File: src/design/ubxpr_pkg.sv
// Shared types and constants for the UBX frame parser and responder.
// No dependencies; imported by every module of the block.
`default_nettype none
package ubxpr_pkg;

   localparam int MAX_PAYLOAD_DEFAULT = 64;
   localparam int QUEUE_DEPTH         = 2;
   localparam int CSR_INDEX_W         = 4;

   // Configuration register indexes.
   localparam logic [CSR_INDEX_W-1:0] CSR_ANSWER_ENABLE = 4'd0;
   localparam logic [CSR_INDEX_W-1:0] CSR_UTC_VALID     = 4'd1;

   // Frame bytes.
   localparam logic [7:0] SYNC_1       = 8'hB5;
   localparam logic [7:0] SYNC_2       = 8'h62;
   localparam logic [7:0] CLASS_NAV    = 8'h01;
   localparam logic [7:0] ID_TIMEUTC   = 8'h21;
   localparam logic [7:0] CLASS_CFG    = 8'h06;
   localparam logic [7:0] ID_PRT       = 8'h00;
   localparam logic [7:0] ID_CFG       = 8'h09;
   localparam logic [7:0] CLASS_ACK    = 8'h05;
   localparam logic [7:0] ID_ACK       = 8'h01;
   localparam logic [7:0] FLAGS_VALID  = 8'h07;
   localparam logic [7:0] FLAGS_NOTVAL = 8'h03;
   localparam logic [7:0] TIMEUTC_LEN  = 8'd20;
   localparam logic [7:0] ACK_LEN      = 8'd2;
   localparam logic [15:0] PRT_LEN     = 16'd20;

   // Commands handed from the parser to the responder.
   localparam logic [1:0] CMD_TIMEUTC = 2'd0;
   localparam logic [1:0] CMD_PRT     = 2'd1;
   localparam logic [1:0] CMD_CFG     = 2'd2;

   typedef struct packed {
      logic [1:0]  kind;
      logic [31:0] baud;
   } cmd_type;

endpackage
`default_nettype wire

File: src/design/ubxpr_parser.sv
// Front end: byte-wise UBX frame parser with running Fletcher-8 check.
// Depends on ubxpr_pkg; pushes decoded commands into ubxpr_queue.
`default_nettype none
module ubxpr_parser import ubxpr_pkg::*; #(
   parameter int MAX_PAYLOAD = MAX_PAYLOAD_DEFAULT
) (
   input  wire logic       clock,
   input  wire logic       reset,
   input  wire logic       byte_valid,
   input  wire logic [7:0] byte_data,
   input  wire logic       answer_enable,
   output logic            push,
   output cmd_type         push_cmd
);
   localparam int IDX_W = $clog2(MAX_PAYLOAD);

   localparam logic [3:0] S_HUNT    = 4'd0;
   localparam logic [3:0] S_SYNC    = 4'd1;
   localparam logic [3:0] S_CLASS   = 4'd2;
   localparam logic [3:0] S_ID      = 4'd3;
   localparam logic [3:0] S_LEN0    = 4'd4;
   localparam logic [3:0] S_LEN1    = 4'd5;
   localparam logic [3:0] S_PAYLOAD = 4'd6;
   localparam logic [3:0] S_CKA     = 4'd7;
   localparam logic [3:0] S_CKB     = 4'd8;

   logic [3:0]       state_ff, state_in;
   logic [7:0]       class_ff, class_in, id_ff, id_in;
   logic [15:0]      len_ff, len_in;
   logic [7:0]       sum_a_ff, sum_a_in, sum_b_ff, sum_b_in;
   logic             ck_ok_ff, ck_ok_in;
   logic [IDX_W-1:0] idx_ff, idx_in;
   logic [31:0]      baud_ff, baud_in;
   logic [7:0]       add_a;
   logic [IDX_W:0]   idx_next;
   logic [15:0]      len_full;

   assign add_a    = sum_a_ff + byte_data;
   assign idx_next = {1'b0, idx_ff} + 1'b1;
   assign len_full = {byte_data, len_ff[7:0]};

   always_comb begin
      state_in = state_ff;
      class_in = class_ff;
      id_in    = id_ff;
      len_in   = len_ff;
      sum_a_in = sum_a_ff;
      sum_b_in = sum_b_ff;
      ck_ok_in = ck_ok_ff;
      idx_in   = idx_ff;
      baud_in  = baud_ff;
      push     = 1'b0;
      push_cmd = '{kind: CMD_CFG, baud: baud_ff};
      if (byte_valid) begin
         unique case (state_ff)
            S_HUNT: begin
               if (byte_data == SYNC_1) state_in = S_SYNC;
            end
            S_SYNC: begin
               if (byte_data == SYNC_2) begin
                  state_in = S_CLASS;
                  sum_a_in = '0;
                  sum_b_in = '0;
                  ck_ok_in = 1'b0;
                  baud_in  = '0;
               end else if (byte_data != SYNC_1) begin
                  state_in = S_HUNT;
               end
            end
            S_CLASS, S_ID, S_LEN0, S_LEN1, S_PAYLOAD: begin
               sum_a_in = add_a;
               sum_b_in = sum_b_ff + add_a;
               unique case (state_ff)
                  S_CLASS: begin
                     class_in = byte_data;
                     state_in = S_ID;
                  end
                  S_ID: begin
                     id_in    = byte_data;
                     state_in = S_LEN0;
                  end
                  S_LEN0: begin
                     len_in   = {len_ff[15:8], byte_data};
                     state_in = S_LEN1;
                  end
                  S_LEN1: begin
                     len_in = len_full;
                     idx_in = '0;
                     if (len_full > 16'(MAX_PAYLOAD)) state_in = S_HUNT;
                     else if (len_full == 16'd0)      state_in = S_CKA;
                     else                             state_in = S_PAYLOAD;
                  end
                  default: begin
                     // Payload bytes 8 to 11 carry the baud rate, low byte first.
                     if (idx_ff >= IDX_W'(8) && idx_ff <= IDX_W'(11)) begin
                        unique case (idx_ff[1:0])
                           2'd0: baud_in[7:0]   = byte_data;
                           2'd1: baud_in[15:8]  = byte_data;
                           2'd2: baud_in[23:16] = byte_data;
                           default: baud_in[31:24] = byte_data;
                        endcase
                     end
                     idx_in = idx_next[IDX_W-1:0];
                     if (16'(idx_next) == len_ff) state_in = S_CKA;
                  end
               endcase
            end
            S_CKA: begin
               ck_ok_in = (byte_data == sum_a_ff);
               state_in = S_CKB;
            end
            S_CKB: begin
               state_in = S_HUNT;
               if (ck_ok_ff && byte_data == sum_b_ff && answer_enable) begin
                  if (class_ff == CLASS_NAV && id_ff == ID_TIMEUTC && len_ff == 16'd0) begin
                     push          = 1'b1;
                     push_cmd.kind = CMD_TIMEUTC;
                  end else if (class_ff == CLASS_CFG && id_ff == ID_PRT
                               && len_ff == PRT_LEN) begin
                     push          = 1'b1;
                     push_cmd.kind = CMD_PRT;
                  end else if (class_ff == CLASS_CFG && id_ff == ID_CFG) begin
                     push          = 1'b1;
                     push_cmd.kind = CMD_CFG;
                  end
               end
            end
            default: state_in = S_HUNT;
         endcase
      end
   end

   always_ff @(posedge clock) begin
      if (reset) begin
         state_ff <= S_HUNT;
         class_ff <= '0;
         id_ff    <= '0;
         len_ff   <= '0;
         sum_a_ff <= '0;
         sum_b_ff <= '0;
         ck_ok_ff <= 1'b0;
         idx_ff   <= '0;
         baud_ff  <= '0;
      end else begin
         state_ff <= state_in;
         class_ff <= class_in;
         id_ff    <= id_in;
         len_ff   <= len_in;
         sum_a_ff <= sum_a_in;
         sum_b_ff <= sum_b_in;
         ck_ok_ff <= ck_ok_in;
         idx_ff   <= idx_in;
         baud_ff  <= baud_in;
      end
   end

   // A payload in progress never runs past the declared length.
   a_payload_bound: assert property (@(posedge clock) disable iff (reset)
      (state_ff == S_PAYLOAD) |-> (16'(idx_ff) < len_ff))
      else $error("payload index beyond frame length");

endmodule
`default_nettype wire

File: src/design/ubxpr_queue.sv
// Short command queue between parser and responder.
// Depends on ubxpr_pkg for the command type.
`default_nettype none
module ubxpr_queue import ubxpr_pkg::*; (
   input  wire logic clock,
   input  wire logic reset,
   input  wire logic push,
   input  cmd_type   push_cmd,
   output logic      in_ready,
   output logic      out_valid,
   output cmd_type   out_cmd,
   input  wire logic pop
);
   localparam int PTR_W = $clog2(QUEUE_DEPTH);

   cmd_type          slot_ff [QUEUE_DEPTH];
   logic [PTR_W-1:0] wr_ff, wr_in, rd_ff, rd_in;
   logic [PTR_W:0]   count_ff, count_in;
   logic             do_push, do_pop;

   assign in_ready  = (count_ff != (PTR_W+1)'(QUEUE_DEPTH));
   assign out_valid = (count_ff != '0);
   assign out_cmd   = slot_ff[rd_ff];
   assign do_push   = push && in_ready;
   assign do_pop    = pop && out_valid;

   always_comb begin
      wr_in    = wr_ff;
      rd_in    = rd_ff;
      count_in = count_ff;
      if (do_push) wr_in = (wr_ff == PTR_W'(QUEUE_DEPTH-1)) ? '0 : wr_ff + 1'b1;
      if (do_pop)  rd_in = (rd_ff == PTR_W'(QUEUE_DEPTH-1)) ? '0 : rd_ff + 1'b1;
      if (do_push && !do_pop)      count_in = count_ff + 1'b1;
      else if (do_pop && !do_push) count_in = count_ff - 1'b1;
   end

   always_ff @(posedge clock) begin
      if (reset) begin
         wr_ff    <= '0;
         rd_ff    <= '0;
         count_ff <= '0;
      end else begin
         wr_ff    <= wr_in;
         rd_ff    <= rd_in;
         count_ff <= count_in;
      end
   end

   always_ff @(posedge clock) begin
      if (do_push) slot_ff[wr_ff] <= push_cmd;
   end

   a_no_overflow: assert property (@(posedge clock) disable iff (reset)
      (count_ff == (PTR_W+1)'(QUEUE_DEPTH)) && !pop |=> (count_ff == (PTR_W+1)'(QUEUE_DEPTH)))
      else $error("queue level changed while full without a pop");

endmodule
`default_nettype wire

File: src/design/ubxpr_responder.sv
// Back end: builds response frames byte by byte into an output register.
// Depends on ubxpr_pkg; takes commands from ubxpr_queue.
`default_nettype none
module ubxpr_responder import ubxpr_pkg::*; (
   input  wire logic        clock,
   input  wire logic        reset,
   input  wire logic        cmd_valid,
   input  cmd_type          cmd,
   output logic             cmd_pop,
   input  wire logic        utc_valid,
   output logic             rsp_valid,
   input  wire logic        rsp_ready,
   output logic [7:0]       tx_byte,
   output logic             last_byte,
   output logic             baud_switch,
   output logic [31:0]      new_baud,
   output logic [31:0]      save_count
);
   logic        active_ff, active_in;
   logic [1:0]  kind_ff, kind_in;
   logic [4:0]  idx_ff, idx_in;
   logic [7:0]  sum_a_ff, sum_a_in, sum_b_ff, sum_b_in;
   logic [31:0] baud_ff, baud_in, saves_ff, saves_in;
   logic        ovalid_ff, ovalid_in;
   logic [7:0]  obyte_ff;
   logic        olast_ff, oswitch_ff;
   logic [31:0] obaud_ff, osaves_ff;

   logic        emit;
   logic [7:0]  plen;
   logic [4:0]  last_idx, ck_idx;
   logic [7:0]  body_byte, cur_byte, add_a;
   logic        is_last;

   assign plen     = (kind_ff == CMD_TIMEUTC) ? TIMEUTC_LEN : ACK_LEN;
   assign ck_idx   = 5'(plen) + 5'd6;
   assign last_idx = 5'(plen) + 5'd7;
   assign is_last  = (idx_ff == last_idx);
   assign emit     = active_ff && (!ovalid_ff || rsp_ready);
   assign cmd_pop  = !active_ff && cmd_valid;
   assign add_a    = sum_a_ff + body_byte;

   // Header and payload bytes of the frame being sent.
   always_comb begin
      body_byte = 8'h00;
      unique case (idx_ff)
         5'd0: body_byte = SYNC_1;
         5'd1: body_byte = SYNC_2;
         5'd2: body_byte = (kind_ff == CMD_TIMEUTC) ? CLASS_NAV : CLASS_ACK;
         5'd3: body_byte = (kind_ff == CMD_TIMEUTC) ? ID_TIMEUTC : ID_ACK;
         5'd4: body_byte = plen;
         5'd6: body_byte = (kind_ff == CMD_TIMEUTC) ? 8'h00 : CLASS_CFG;
         5'd7: begin
            if (kind_ff == CMD_PRT)      body_byte = ID_PRT;
            else if (kind_ff == CMD_CFG) body_byte = ID_CFG;
            else                         body_byte = 8'h00;
         end
         5'd25: body_byte = utc_valid ? FLAGS_VALID : FLAGS_NOTVAL;
         default: body_byte = 8'h00;
      endcase
   end

   always_comb begin
      if (idx_ff == ck_idx)     cur_byte = sum_a_ff;
      else if (is_last)         cur_byte = sum_b_ff;
      else                      cur_byte = body_byte;
   end

   always_comb begin
      active_in = active_ff;
      kind_in   = kind_ff;
      idx_in    = idx_ff;
      sum_a_in  = sum_a_ff;
      sum_b_in  = sum_b_ff;
      baud_in   = baud_ff;
      saves_in  = saves_ff;
      ovalid_in = ovalid_ff && !rsp_ready;
      if (cmd_pop) begin
         active_in = 1'b1;
         kind_in   = cmd.kind;
         idx_in    = '0;
         sum_a_in  = '0;
         sum_b_in  = '0;
         if (cmd.kind == CMD_PRT) baud_in  = cmd.baud;
         if (cmd.kind == CMD_CFG) saves_in = saves_ff + 32'd1;
      end
      if (emit) begin
         ovalid_in = 1'b1;
         idx_in    = idx_ff + 5'd1;
         if (idx_ff >= 5'd2 && idx_ff < ck_idx) begin
            sum_a_in = add_a;
            sum_b_in = sum_b_ff + add_a;
         end
         if (is_last) active_in = 1'b0;
      end
   end

   always_ff @(posedge clock) begin
      if (reset) begin
         active_ff <= 1'b0;
         ovalid_ff <= 1'b0;
         baud_ff   <= '0;
         saves_ff  <= '0;
      end else begin
         active_ff <= active_in;
         ovalid_ff <= ovalid_in;
         baud_ff   <= baud_in;
         saves_ff  <= saves_in;
      end
   end

   always_ff @(posedge clock) begin
      kind_ff  <= kind_in;
      idx_ff   <= idx_in;
      sum_a_ff <= sum_a_in;
      sum_b_ff <= sum_b_in;
      if (emit) begin
         obyte_ff   <= cur_byte;
         olast_ff   <= is_last;
         oswitch_ff <= is_last && (kind_ff == CMD_PRT);
         obaud_ff   <= baud_ff;
         osaves_ff  <= saves_ff;
      end
   end

   assign rsp_valid   = ovalid_ff;
   assign tx_byte     = obyte_ff;
   assign last_byte   = olast_ff;
   assign baud_switch = oswitch_ff;
   assign new_baud    = obaud_ff;
   assign save_count  = osaves_ff;

   a_switch_on_last: assert property (@(posedge clock) disable iff (reset)
      rsp_valid && baud_switch |-> last_byte)
      else $error("baud switch flagged away from the final byte");

   a_idx_bound: assert property (@(posedge clock) disable iff (reset)
      active_ff |-> (idx_ff <= last_idx))
      else $error("response index past end of frame");

   a_no_pop_busy: assert property (@(posedge clock) disable iff (reset)
      cmd_pop |=> active_ff && idx_ff == 5'd0)
      else $error("command taken without starting a frame");

endmodule
`default_nettype wire

File: src/design/ubx_frame_parser_responder.sv
// Top level of the UBX frame parser and responder.
// Depends on ubxpr_pkg, ubxpr_parser, ubxpr_queue and ubxpr_responder.
//
// Received serial bytes enter one per cycle on the req_ stream. The parser
// hunts for the sync pair B5 62, collects class, id, length and payload, and
// checks the Fletcher-8 sum as the bytes go by; frames longer than
// MAX_PAYLOAD are dropped after their length field. A valid frame that needs
// an answer (NAV-TIMEUTC poll, CFG-PRT, CFG-CFG) leaves a command in a
// two-entry queue, and the responder streams the answer out on rsp_, one
// byte per cycle while rsp_tready allows: 28 bytes for the time report,
// 10 for an acknowledge; the next command is loaded after a frame ends.
// Input bytes are taken every cycle unless the command queue is full, which
// can happen when answers are asked for faster than they can be sent.
// Every result carries the current baud and save count as they stand after
// its frame was handled; the final acknowledge byte of CFG-PRT raises
// rsp_tuser, meaning the line should switch to the new baud after it.
// Configuration writes on csr_ are always accepted and must only be made
// while no frame is in flight.
`default_nettype none
module ubx_frame_parser_responder import ubxpr_pkg::*; #(
   parameter int MAX_PAYLOAD = MAX_PAYLOAD_DEFAULT
) (
   input  wire logic                   clock,
   input  wire logic                   reset,
   input  wire logic                   req_tvalid,
   output logic                        req_tready,
   input  wire logic [7:0]             req_tdata,   // [7:0] rx_byte
   output logic                        rsp_tvalid,
   input  wire logic                   rsp_tready,
   output logic [71:0]                 rsp_tdata,   // [7:0] tx_byte, [39:8] new_baud,
                                                    // [71:40] save_count
   output logic                        rsp_tlast,
   output logic [0:0]                  rsp_tuser,   // [0] baud_switch
   input  wire logic                   csr_valid,
   output logic                        csr_ready,
   input  wire logic [CSR_INDEX_W-1:0] csr_index,
   input  wire logic                   csr_data
);
   logic    answer_enable_ff, utc_valid_ff;
   logic    push, q_ready, q_valid, q_pop;
   cmd_type push_cmd, q_cmd;
   logic [7:0]  tx_byte;
   logic [31:0] new_baud, save_count;
   logic        last_byte, baud_switch;

   // Configuration registers; writes to unknown indexes are ignored.
   assign csr_ready = 1'b1;

   always_ff @(posedge clock) begin
      if (reset) begin
         answer_enable_ff <= 1'b1;
         utc_valid_ff     <= 1'b0;
      end else if (csr_valid) begin
         if (csr_index == CSR_ANSWER_ENABLE) answer_enable_ff <= csr_data;
         if (csr_index == CSR_UTC_VALID)     utc_valid_ff     <= csr_data;
      end
   end

   // Bytes are held off whenever the command queue is full.
   assign req_tready = q_ready;

   ubxpr_parser #(.MAX_PAYLOAD(MAX_PAYLOAD)) u_parser (
      .clock        (clock),
      .reset        (reset),
      .byte_valid   (req_tvalid && req_tready),
      .byte_data    (req_tdata),
      .answer_enable(answer_enable_ff),
      .push         (push),
      .push_cmd     (push_cmd)
   );

   ubxpr_queue u_queue (
      .clock    (clock),
      .reset    (reset),
      .push     (push),
      .push_cmd (push_cmd),
      .in_ready (q_ready),
      .out_valid(q_valid),
      .out_cmd  (q_cmd),
      .pop      (q_pop)
   );

   ubxpr_responder u_responder (
      .clock      (clock),
      .reset      (reset),
      .cmd_valid  (q_valid),
      .cmd        (q_cmd),
      .cmd_pop    (q_pop),
      .utc_valid  (utc_valid_ff),
      .rsp_valid  (rsp_tvalid),
      .rsp_ready  (rsp_tready),
      .tx_byte    (tx_byte),
      .last_byte  (last_byte),
      .baud_switch(baud_switch),
      .new_baud   (new_baud),
      .save_count (save_count)
   );

   assign rsp_tdata = {save_count, new_baud, tx_byte};
   assign rsp_tlast = last_byte;
   assign rsp_tuser = baud_switch;

endmodule
`default_nettype wire
File: config.mk
export PLATFORM = sky130hd
export DESIGN_NAME = ubx_frame_parser_responder
export DESIGN_NICKNAME = d
export VERILOG_FILES = /design/src/design/ubxpr_pkg.sv /design/src/design/ubxpr_parser.sv /design/src/design/ubxpr_queue.sv /design/src/design/ubxpr_responder.sv /design/src/design/ubx_frame_parser_responder.sv
export SDC_FILE = /design/constraint.sdc
export NUM_CORES = 1
export LEC_CHECK = 0
export ABC_AREA = 1
export BUFFER_PORTS_ARGS = -buffer_cell sky130_fd_sc_hd__buf_4
export CAP_MARGIN = 20
export CORE_MARGIN = 2
export CORE_UTILIZATION = 65
export CTS_BUF_LIST = sky130_fd_sc_hd__clkbuf_8
export CTS_CLUSTER_DIAMETER = 150
export DETAILED_ROUTE_END_ITERATION = 10
export PLACE_DENSITY = 0.87
export SLEW_MARGIN = 20
export SYNTH_ARGS = -nofsm -noshare
export SYNTH_HDL_FRONTEND = slang
export SYNTH_HIERARCHICAL = 1
export SYNTH_SLANG_ARGS = --single-unit
File: constraint.sdc
create_clock -name clock -period 10.2 [get_ports clock]
set_input_delay 1.53 -clock clock [delete_from_list [all_inputs] [get_ports clock]]
set_output_delay 1.53 -clock clock [all_outputs]
set_load 0.02 [all_outputs]
== Word-level counts from Yosys, hierarchy flattened ==
Memories as Yosys holds them, arrays and structs flattened. A register that Yosys moved wholly into a read port is not among the register bits.
Index checks and enable logic that the tools add are counted.

* Memories: 1
* Output and inout port bits: 77
* Register bits after elaboration: 260
* RAM bits: 68
* Input port bits: 18
* Word-level logic and storage cells: 220

{| class="wikitable"
|+ Memories
! memory !! words !! width !! rd ports !! clocked after Yosys merged registers in !! wr ports !! RTL line !! source
|-
| u_queue.slot_ff || 2 || 34 || 1 || 1 || 1 || ubxpr_queue.sv:16 || <nowiki>cmd_type slot_ff [QUEUE_DEPTH];</nowiki>
|}

* Bitwise operators: 3
* Add/sub/neg operators: 13
* Magnitude comparators: 5
* Equal/unequal tests: 46
* Muxes and demuxes: 64
* Reductions and logical operators: 57

{| class="wikitable"
|+ Operator list
! operator !! number
|-
| two-way mux 8 bit || 14
|-
| two-way mux 32 bit || 3
|-
| one-hot mux 32 bit (2 select lines) || 1
|-
| one-hot mux 8 bit (8 select lines) || 1
|-
| adder 32 x 1 -> 32 bit (second input constant) || 1
|-
| adder 8 bit || 4
|-
| logical NOT 16 bit || 2
|-
| one-hot mux 16 bit (2 select lines) || 1
|-
| one-hot mux 4 bit (4 select lines) || 2
|-
| one-hot mux 8 bit (2 select lines) || 2
|-
| two-way mux 4 bit || 6
|-
| AND reduction 6 bit || 4
|-
| logical AND 1 bit || 18
|-
| two-way mux 1 bit || 18
|-
| == test 16 x 5 -> 1 bit (second input constant) || 1
|-
| == test 4 x 3 -> 1 bit (second input constant) || 4
|-
| == test 7 x 16 -> 1 bit || 1
|-
| == test 8 bit || 2
|-
| > comparator 16 x 7 -> 1 bit (second input constant) || 1
|-
| == test 5 x 3 -> 1 bit (second input constant) || 3
|-
| two-way mux 5 bit || 3
|-
| AND reduction 3 bit || 5
|-
| two-way mux 2 bit || 7
|-
| != test 2 bit (second input constant) || 6
|-
| other kinds (46) || 78
|}

== Depth between registers and ports, before layout ==
* Word-level depth: 13
* Depth in mapped cells: 22
* Mapped depth without buffers: 22

== Cells and area by module ==
The synthesis kept the hierarchy.

{| class="wikitable"
|+ Modules (own cells, without submodules)
! module !! area each (um^2) !! sequential area each (um^2) !! instances !! cells each
|-
| ubxpr_responder || 7198.2 || 4073.9 || 1 || 783
|-
| ubxpr_parser || 4984.8 || 1821.7 || 1 || 741
|-
| ubxpr_queue || 2847.7 || 2142.1 || 1 || 143
|-
| ubx_frame_parser_responder || 136.4 || 40.0 || 1 || 24
|}

== Least setup slack after synthesis ==
OpenSTA, ideal clock, no wires.

* Path kind: input -> register
* From: in req_tvalid
* To: mem u_queue/slot_ff[0][0] (netlist name), enable pin
* Library setup time: 425 ps
* Path buffers: 1
* Setup slack: 5757 ps
* Required time: 9775 ps
* Cell stages on the path: 11
* Data arrival time: 4018 ps
* Cell sequence: nand2_1 -> inv_1 -> buf_2 -> nand3_1 -> nor2_1 -> o2111ai_1 -> nor2_1 -> nand2_1 -> nand2_1 -> nand2_1 -> nor2_1

* Longest elaborated chain between the ends: 5

{| class="wikitable"
|+ Ends and longest elaborated chain
! item !! RTL line !! source
|-
| from (decl) || ubx_frame_parser_responder.sv:25 || <nowiki>input wire logic req_tvalid,</nowiki>
|-
| logical AND 1 bit || ubx_frame_parser_responder.sv:65 || <nowiki>.byte_valid (req_tvalid && req_tready),</nowiki>
|-
| two-way mux 1 bit || ubxpr_parser.sv:54 || <nowiki>if (byte_valid) begin</nowiki>
|-
| net push || ubx_frame_parser_responder.sv:40 || <nowiki>logic push, q_ready, q_valid, q_pop;</nowiki>
|-
| logical AND 1 bit || ubxpr_queue.sv:24 || <nowiki>assign do_push = push && in_ready;</nowiki>
|-
| two-way mux 1 bit || ubxpr_queue.sv:50 || <nowiki>if (do_push) slot_ff[wr_ff] <= push_cmd;</nowiki>
|-
| two-way mux 1 bit (not written as such) || ubxpr_queue.sv:50 ||
|-
| to (decl) || ubxpr_queue.sv:16 ||
|}

The timed path passes the listed nets, and every way through them passes these cells.

== Final worst setup path ==
* From: reg u_responder.idx_ff[0]
* To: reg u_responder.sum_b_ff[7]

* Longest elaborated chain between the ends: 6
* Elaborated cells on any way between the ends: 16
* Those cells by class: add/sub (2); order compare (2); eq/ne (7); mux (3); reduce/logical (2)

{| class="wikitable"
|+ Ends and longest elaborated chain
! item !! RTL line !! source
|-
| from (decl) || ubxpr_responder.sv:21 || <nowiki>logic [4:0] idx_ff, idx_in;</nowiki>
|-
| from (signal assigned) || ubxpr_responder.sv:114 || <nowiki>idx_ff <= idx_in;</nowiki>
|-
| == test 5 bit (tied with other cells) || ubxpr_responder.sv:46 || <nowiki>unique case (idx_ff)</nowiki>
|-
| one-hot mux 8 bit (8 select lines) || ubxpr_responder.sv:46 ||
|-
| adder 8 bit || ubxpr_responder.sv:41 || <nowiki>assign add_a = sum_a_ff + body_byte;</nowiki>
|-
| adder 8 bit || ubxpr_responder.sv:92 || <nowiki>sum_b_in = sum_b_ff + add_a;</nowiki>
|-
| two-way mux 8 bit * || ubxpr_responder.sv:90 || <nowiki>if (idx_ff >= 5'd2 && idx_ff < ck_idx) begin</nowiki>
|-
| two-way mux 8 bit * || ubxpr_responder.sv:87 || <nowiki>if (emit) begin</nowiki>
|-
| net u_responder.sum_b_in[7] || ubxpr_responder.sv:22 || <nowiki>logic [7:0] sum_a_ff, sum_a_in, sum_b_ff, sum_b_in;</nowiki>
|-
| to (signal assigned) || ubxpr_responder.sv:116 || <nowiki>sum_b_ff <= sum_b_in;</nowiki>
|-
| to (decl) || ubxpr_responder.sv:22 ||
|}

The timed path passes the listed nets; every way through them passes the cells marked *.
A chain may end at the register's enable or synchronous reset.

==> run summary <==
result of the run - finished clean
sequential element share of the synthesized area - 53.3%
end point of the critical path - u_responder/sum_b_ff[7]$_DFF_P_
min Tclk post-route - 3.70 ns
FF-to-FF setup slack - 6.50 ns
layout cells sized above 1 - 14.1%
Async SR Flop Fraction - 0%
DRC viols - 0
DP Wirelength - 22600 um
wirelength, routed - 33400 um
vias in the first global route - 11383
initial antenna violation count - 0
io pins - 95
Die Y - 157 um
total gr overflow - 0
Final GP Congestion - 0.985
CTS clk-pin slew, worst paths - 0.07 ns
slowest stage delay, CP - 0.45 ns
maximum clock frequency - 0.270 GHz
post_cts resized - 0
largest net degree at the start of global routing - 66
MaxCap Viol Count - 0
Nets - 1855
core footprint - 22800 sq um
clock sink count - 329
Netlist Area Pre-Place - 15200 sq um
critical path startpoint - u_responder/idx_ff[0]$_SDFFCE_PN0P_
PortBufs - 93
worst r2r path cells - 21
placed cell area - 16000 sq um
Worst path slowest cell - edfxtp_1
CP max FO - 6
mean area per synthesized cell - 8.97 sq um
worst skew pair latency - 0.58 ns
synth unique cells - 55
fin area - 17000 sq um
Tcrit/Tclk final - 36.3%
syn_nets - 1755
Hold Vio Cnt, Final - 0
H-Tree Depth - 2
most frequent CP cell - nand2_1
WP buf/inv - 3
final design utilization - 74.6%
root buffer cell - clkbuf_8
worst r2r dst - u_responder/sum_b_ff[7]$_DFF_P_
Vias per Instance - 5.59
Crit Path Class - flip-flop to flip-flop
Ant. Diodes - 0
cell family with most CP delay - simple AND/OR/NAND/NOR gates
RSZ-0062 raised after global routing - no
pwr/cell area - 190 nW/um^2
crit end category - flip-flop
Via Count - 11991
first-pass GRT wire length - 54200 um
CTS Buffer Depth - 3
Avg WL per Cell - 15.6 um
Starting Density - 66.6%
Slew headroom - 29.0%
Layout area overhead - 12.1%
TritonCTS Buffers - 49
Final ANT Viol Nets - 0
Seq cells post-synth - 329
placement row count - 55
final setup fails - 0
measured slew at the worst slew-check pin - 1.06 ns
synth warn - 6
setup_tns - 0 ns
ys flop type - dfxtp_1
worst vdd ir - 138 uV
static leakage - 7.08 nW
critical path cell sequence - inv_1, ha_1, nand2_1, nor2_1, nor2_1, nand3_1, ha_1, or2_2, nand2_1, nor2_1, nor2_1, xnor2_1, ha_1, nand2_1, o21ai_0, a21oi_1, inv_1, nand2_1, nand3_1, nand2_1, inv_1
Worst Path Required - 10.67 ns
# hold bufs at CTS - 0
worst flop-to-flop path startpoint - u_responder/idx_ff[0]$_SDFFCE_PN0P_
CTS tree - yes
aggregate global-route resource usage - 27.4%
CP Depth - 21
crit path DAT - 4.17 ns
die area - 24600 sq um
Worst Setup Start Kind - flip-flop
cell count after synthesis - 1691
chip width - 157 um
HP Class - flip-flop to flip-flop
number of enable flip-flop cells after synthesis - 149
post-CTS setup buffer count - 0
total power - 3.24 mW
fin. max-slew vios - 0
skew final - 0.0168 ns
DRT Pass-1 Iters - 6
hold slack - 0.421 ns
Initial DRC Count - 1037
-- per-layer routing --
metal	vias up	global-route usage, %	part of all wire [%]
met2	426	48.4	50
li1	5828	-	-
met5	-	0	0
met1	5646	33.2	41
met4	0	10.7	3.1
met3	91	4.87	6.0
-- cell families after synthesis --
kind of cell	count (synthesis)	synth area share [%]
AOI/OAI and AO/OA	246	8.62
adders and majority gates	46	3.99
muxes	34	3.27
buffers and inverters	226	6.34
other	1	0.0247
xor gates and xnor gates	33	1.91
and+or+nand+nor	776	22.6
DFF	329	53.3
-- cells in the mapped netlist, drive strengths merged, types with 3 or more instances --
master  count  share of area [%]
nand2     335                8.7
buf        22                1.2
inv       174                4.3
ha         42                3.5
o21ai     112                3.7
a221oi      3               0.17
nand4      27                1.1
dfxtp     180                 24
edfxtp    149                 30
nor3       32                1.4
o211ai      3               0.15
xor2       22                1.3
nand3      98                3.4
or2         5               0.21
fa          4               0.53
mux2       34                3.3
o221ai      3               0.17
xnor2      11               0.64
a31oi       5               0.21
clkbuf     27               0.68
clkinv      3              0.082
o22ai       7               0.29
nor2      268                7.3
nor4        7               0.29
a21oi     106                3.6
-- stage by stage --
step | cells | setup slack, ns
global route | 2144 | 6.21
CTS | 2143 | 6.49
floorplan | 1691 | 5.76
detailed placement | 2052 | 6.21
global placement | 2052 | 6.31
finish | 2144 | 6.50
-- worst min path at each step --
stage | from | endpoint | slack [ns] | cells after the start
finish | u_responder/baud_ff[19]$_SDFFE_PP0P_ | u_responder/new_baud[19]$_DFFE_PP_ | 0.42 | 0
global route | u_responder/baud_ff[18]$_SDFFE_PP0P_ | u_responder/new_baud[18]$_DFFE_PP_ | 0.43 | 0
CTS | u_responder/baud_ff[1]$_SDFFE_PP0P_ | u_responder/new_baud[1]$_DFFE_PP_ | 0.42 | 0
detailed placement | u_responder/baud_ff[3]$_SDFFE_PP0P_ | u_responder/new_baud[3]$_DFFE_PP_ | 0.41 | 0
global placement | u_responder/baud_ff[21]$_SDFFE_PP0P_ | u_responder/new_baud[21]$_DFFE_PP_ | 0.41 | 0
floorplan | u_responder/baud_ff[0]$_SDFFE_PP0P_ | u_responder/new_baud[0]$_DFFE_PP_ | 0.40 | 0
-- sequential cells by signal, indices dropped and copies added (netlist names), 16 cells and up, named ones only --
signal                  flops
u_parser/baud_ff           32
u_parser/len_ff            16
u_queue/slot_ff            68
u_responder/baud_ff        32
u_responder/new_baud       32
u_responder/save_count     32
u_responder/saves_ff       32
-- worst register-to-register path: stages (launching register included) --
cell and delay (ns):
edfxtp_1 0.45, inv_1 0.12, ha_1 0.25, nand2_1 0.10
nor2_1 0.09, nor2_1 0.19, nand3_1 0.14, ha_1 0.35
or2_2 0.31, nand2_1 0.10, nor2_1 0.05, nor2_1 0.12
xnor2_1 0.20, ha_1 0.32, nand2_1 0.09, o21ai_0 0.09
a21oi_1 0.23, inv_1 0.08, nand2_1 0.08, nand3_1 0.06
nand2_1 0.13, inv_1 0.06
-- placed cells by master (no fill, tap or decap), types with 9 or more instances in the layout --
cell type	count
edfxtp_1	149
inv_2	10
buf_4	97
ha_1	42
inv_1	184
mux2_4	30
nor2_1	249
clkbuf_8	57
xor2_1	22
nand3_1	94
o21ai_0	108
nand2_2	9
nor2_2	10
dfxtp_1	179
nand4_1	27
a21oi_1	105
xnor2_1	11
nand2_1	322
nor3_1	25
-- area by class of cell --
class | count | area [sq um]
clock inverters | 34 | 195
inverters | 177 | 671
repair buffers | 98 | 743
flip-flops and latches | 329 | 8080
fillers | 1540 | 5780
well taps | 313 | 392
multi-input cells | 1136 | 6130
clock buffers | 57 | 785
-- power breakdown --
group | total [mW] | switching, mW | leakage, nW | internal (mW)
Combinational | 0.646 | 0.427 | 3.66 | 0.218
Clock | 1.05 | 0.486 | 0.587 | 0.561
Sequential | 1.54 | 0.0769 | 2.84 | 1.47
Total | 3.24 | 0.990 | 7.08 | 2.25
(Power assumes the default switching activity.)
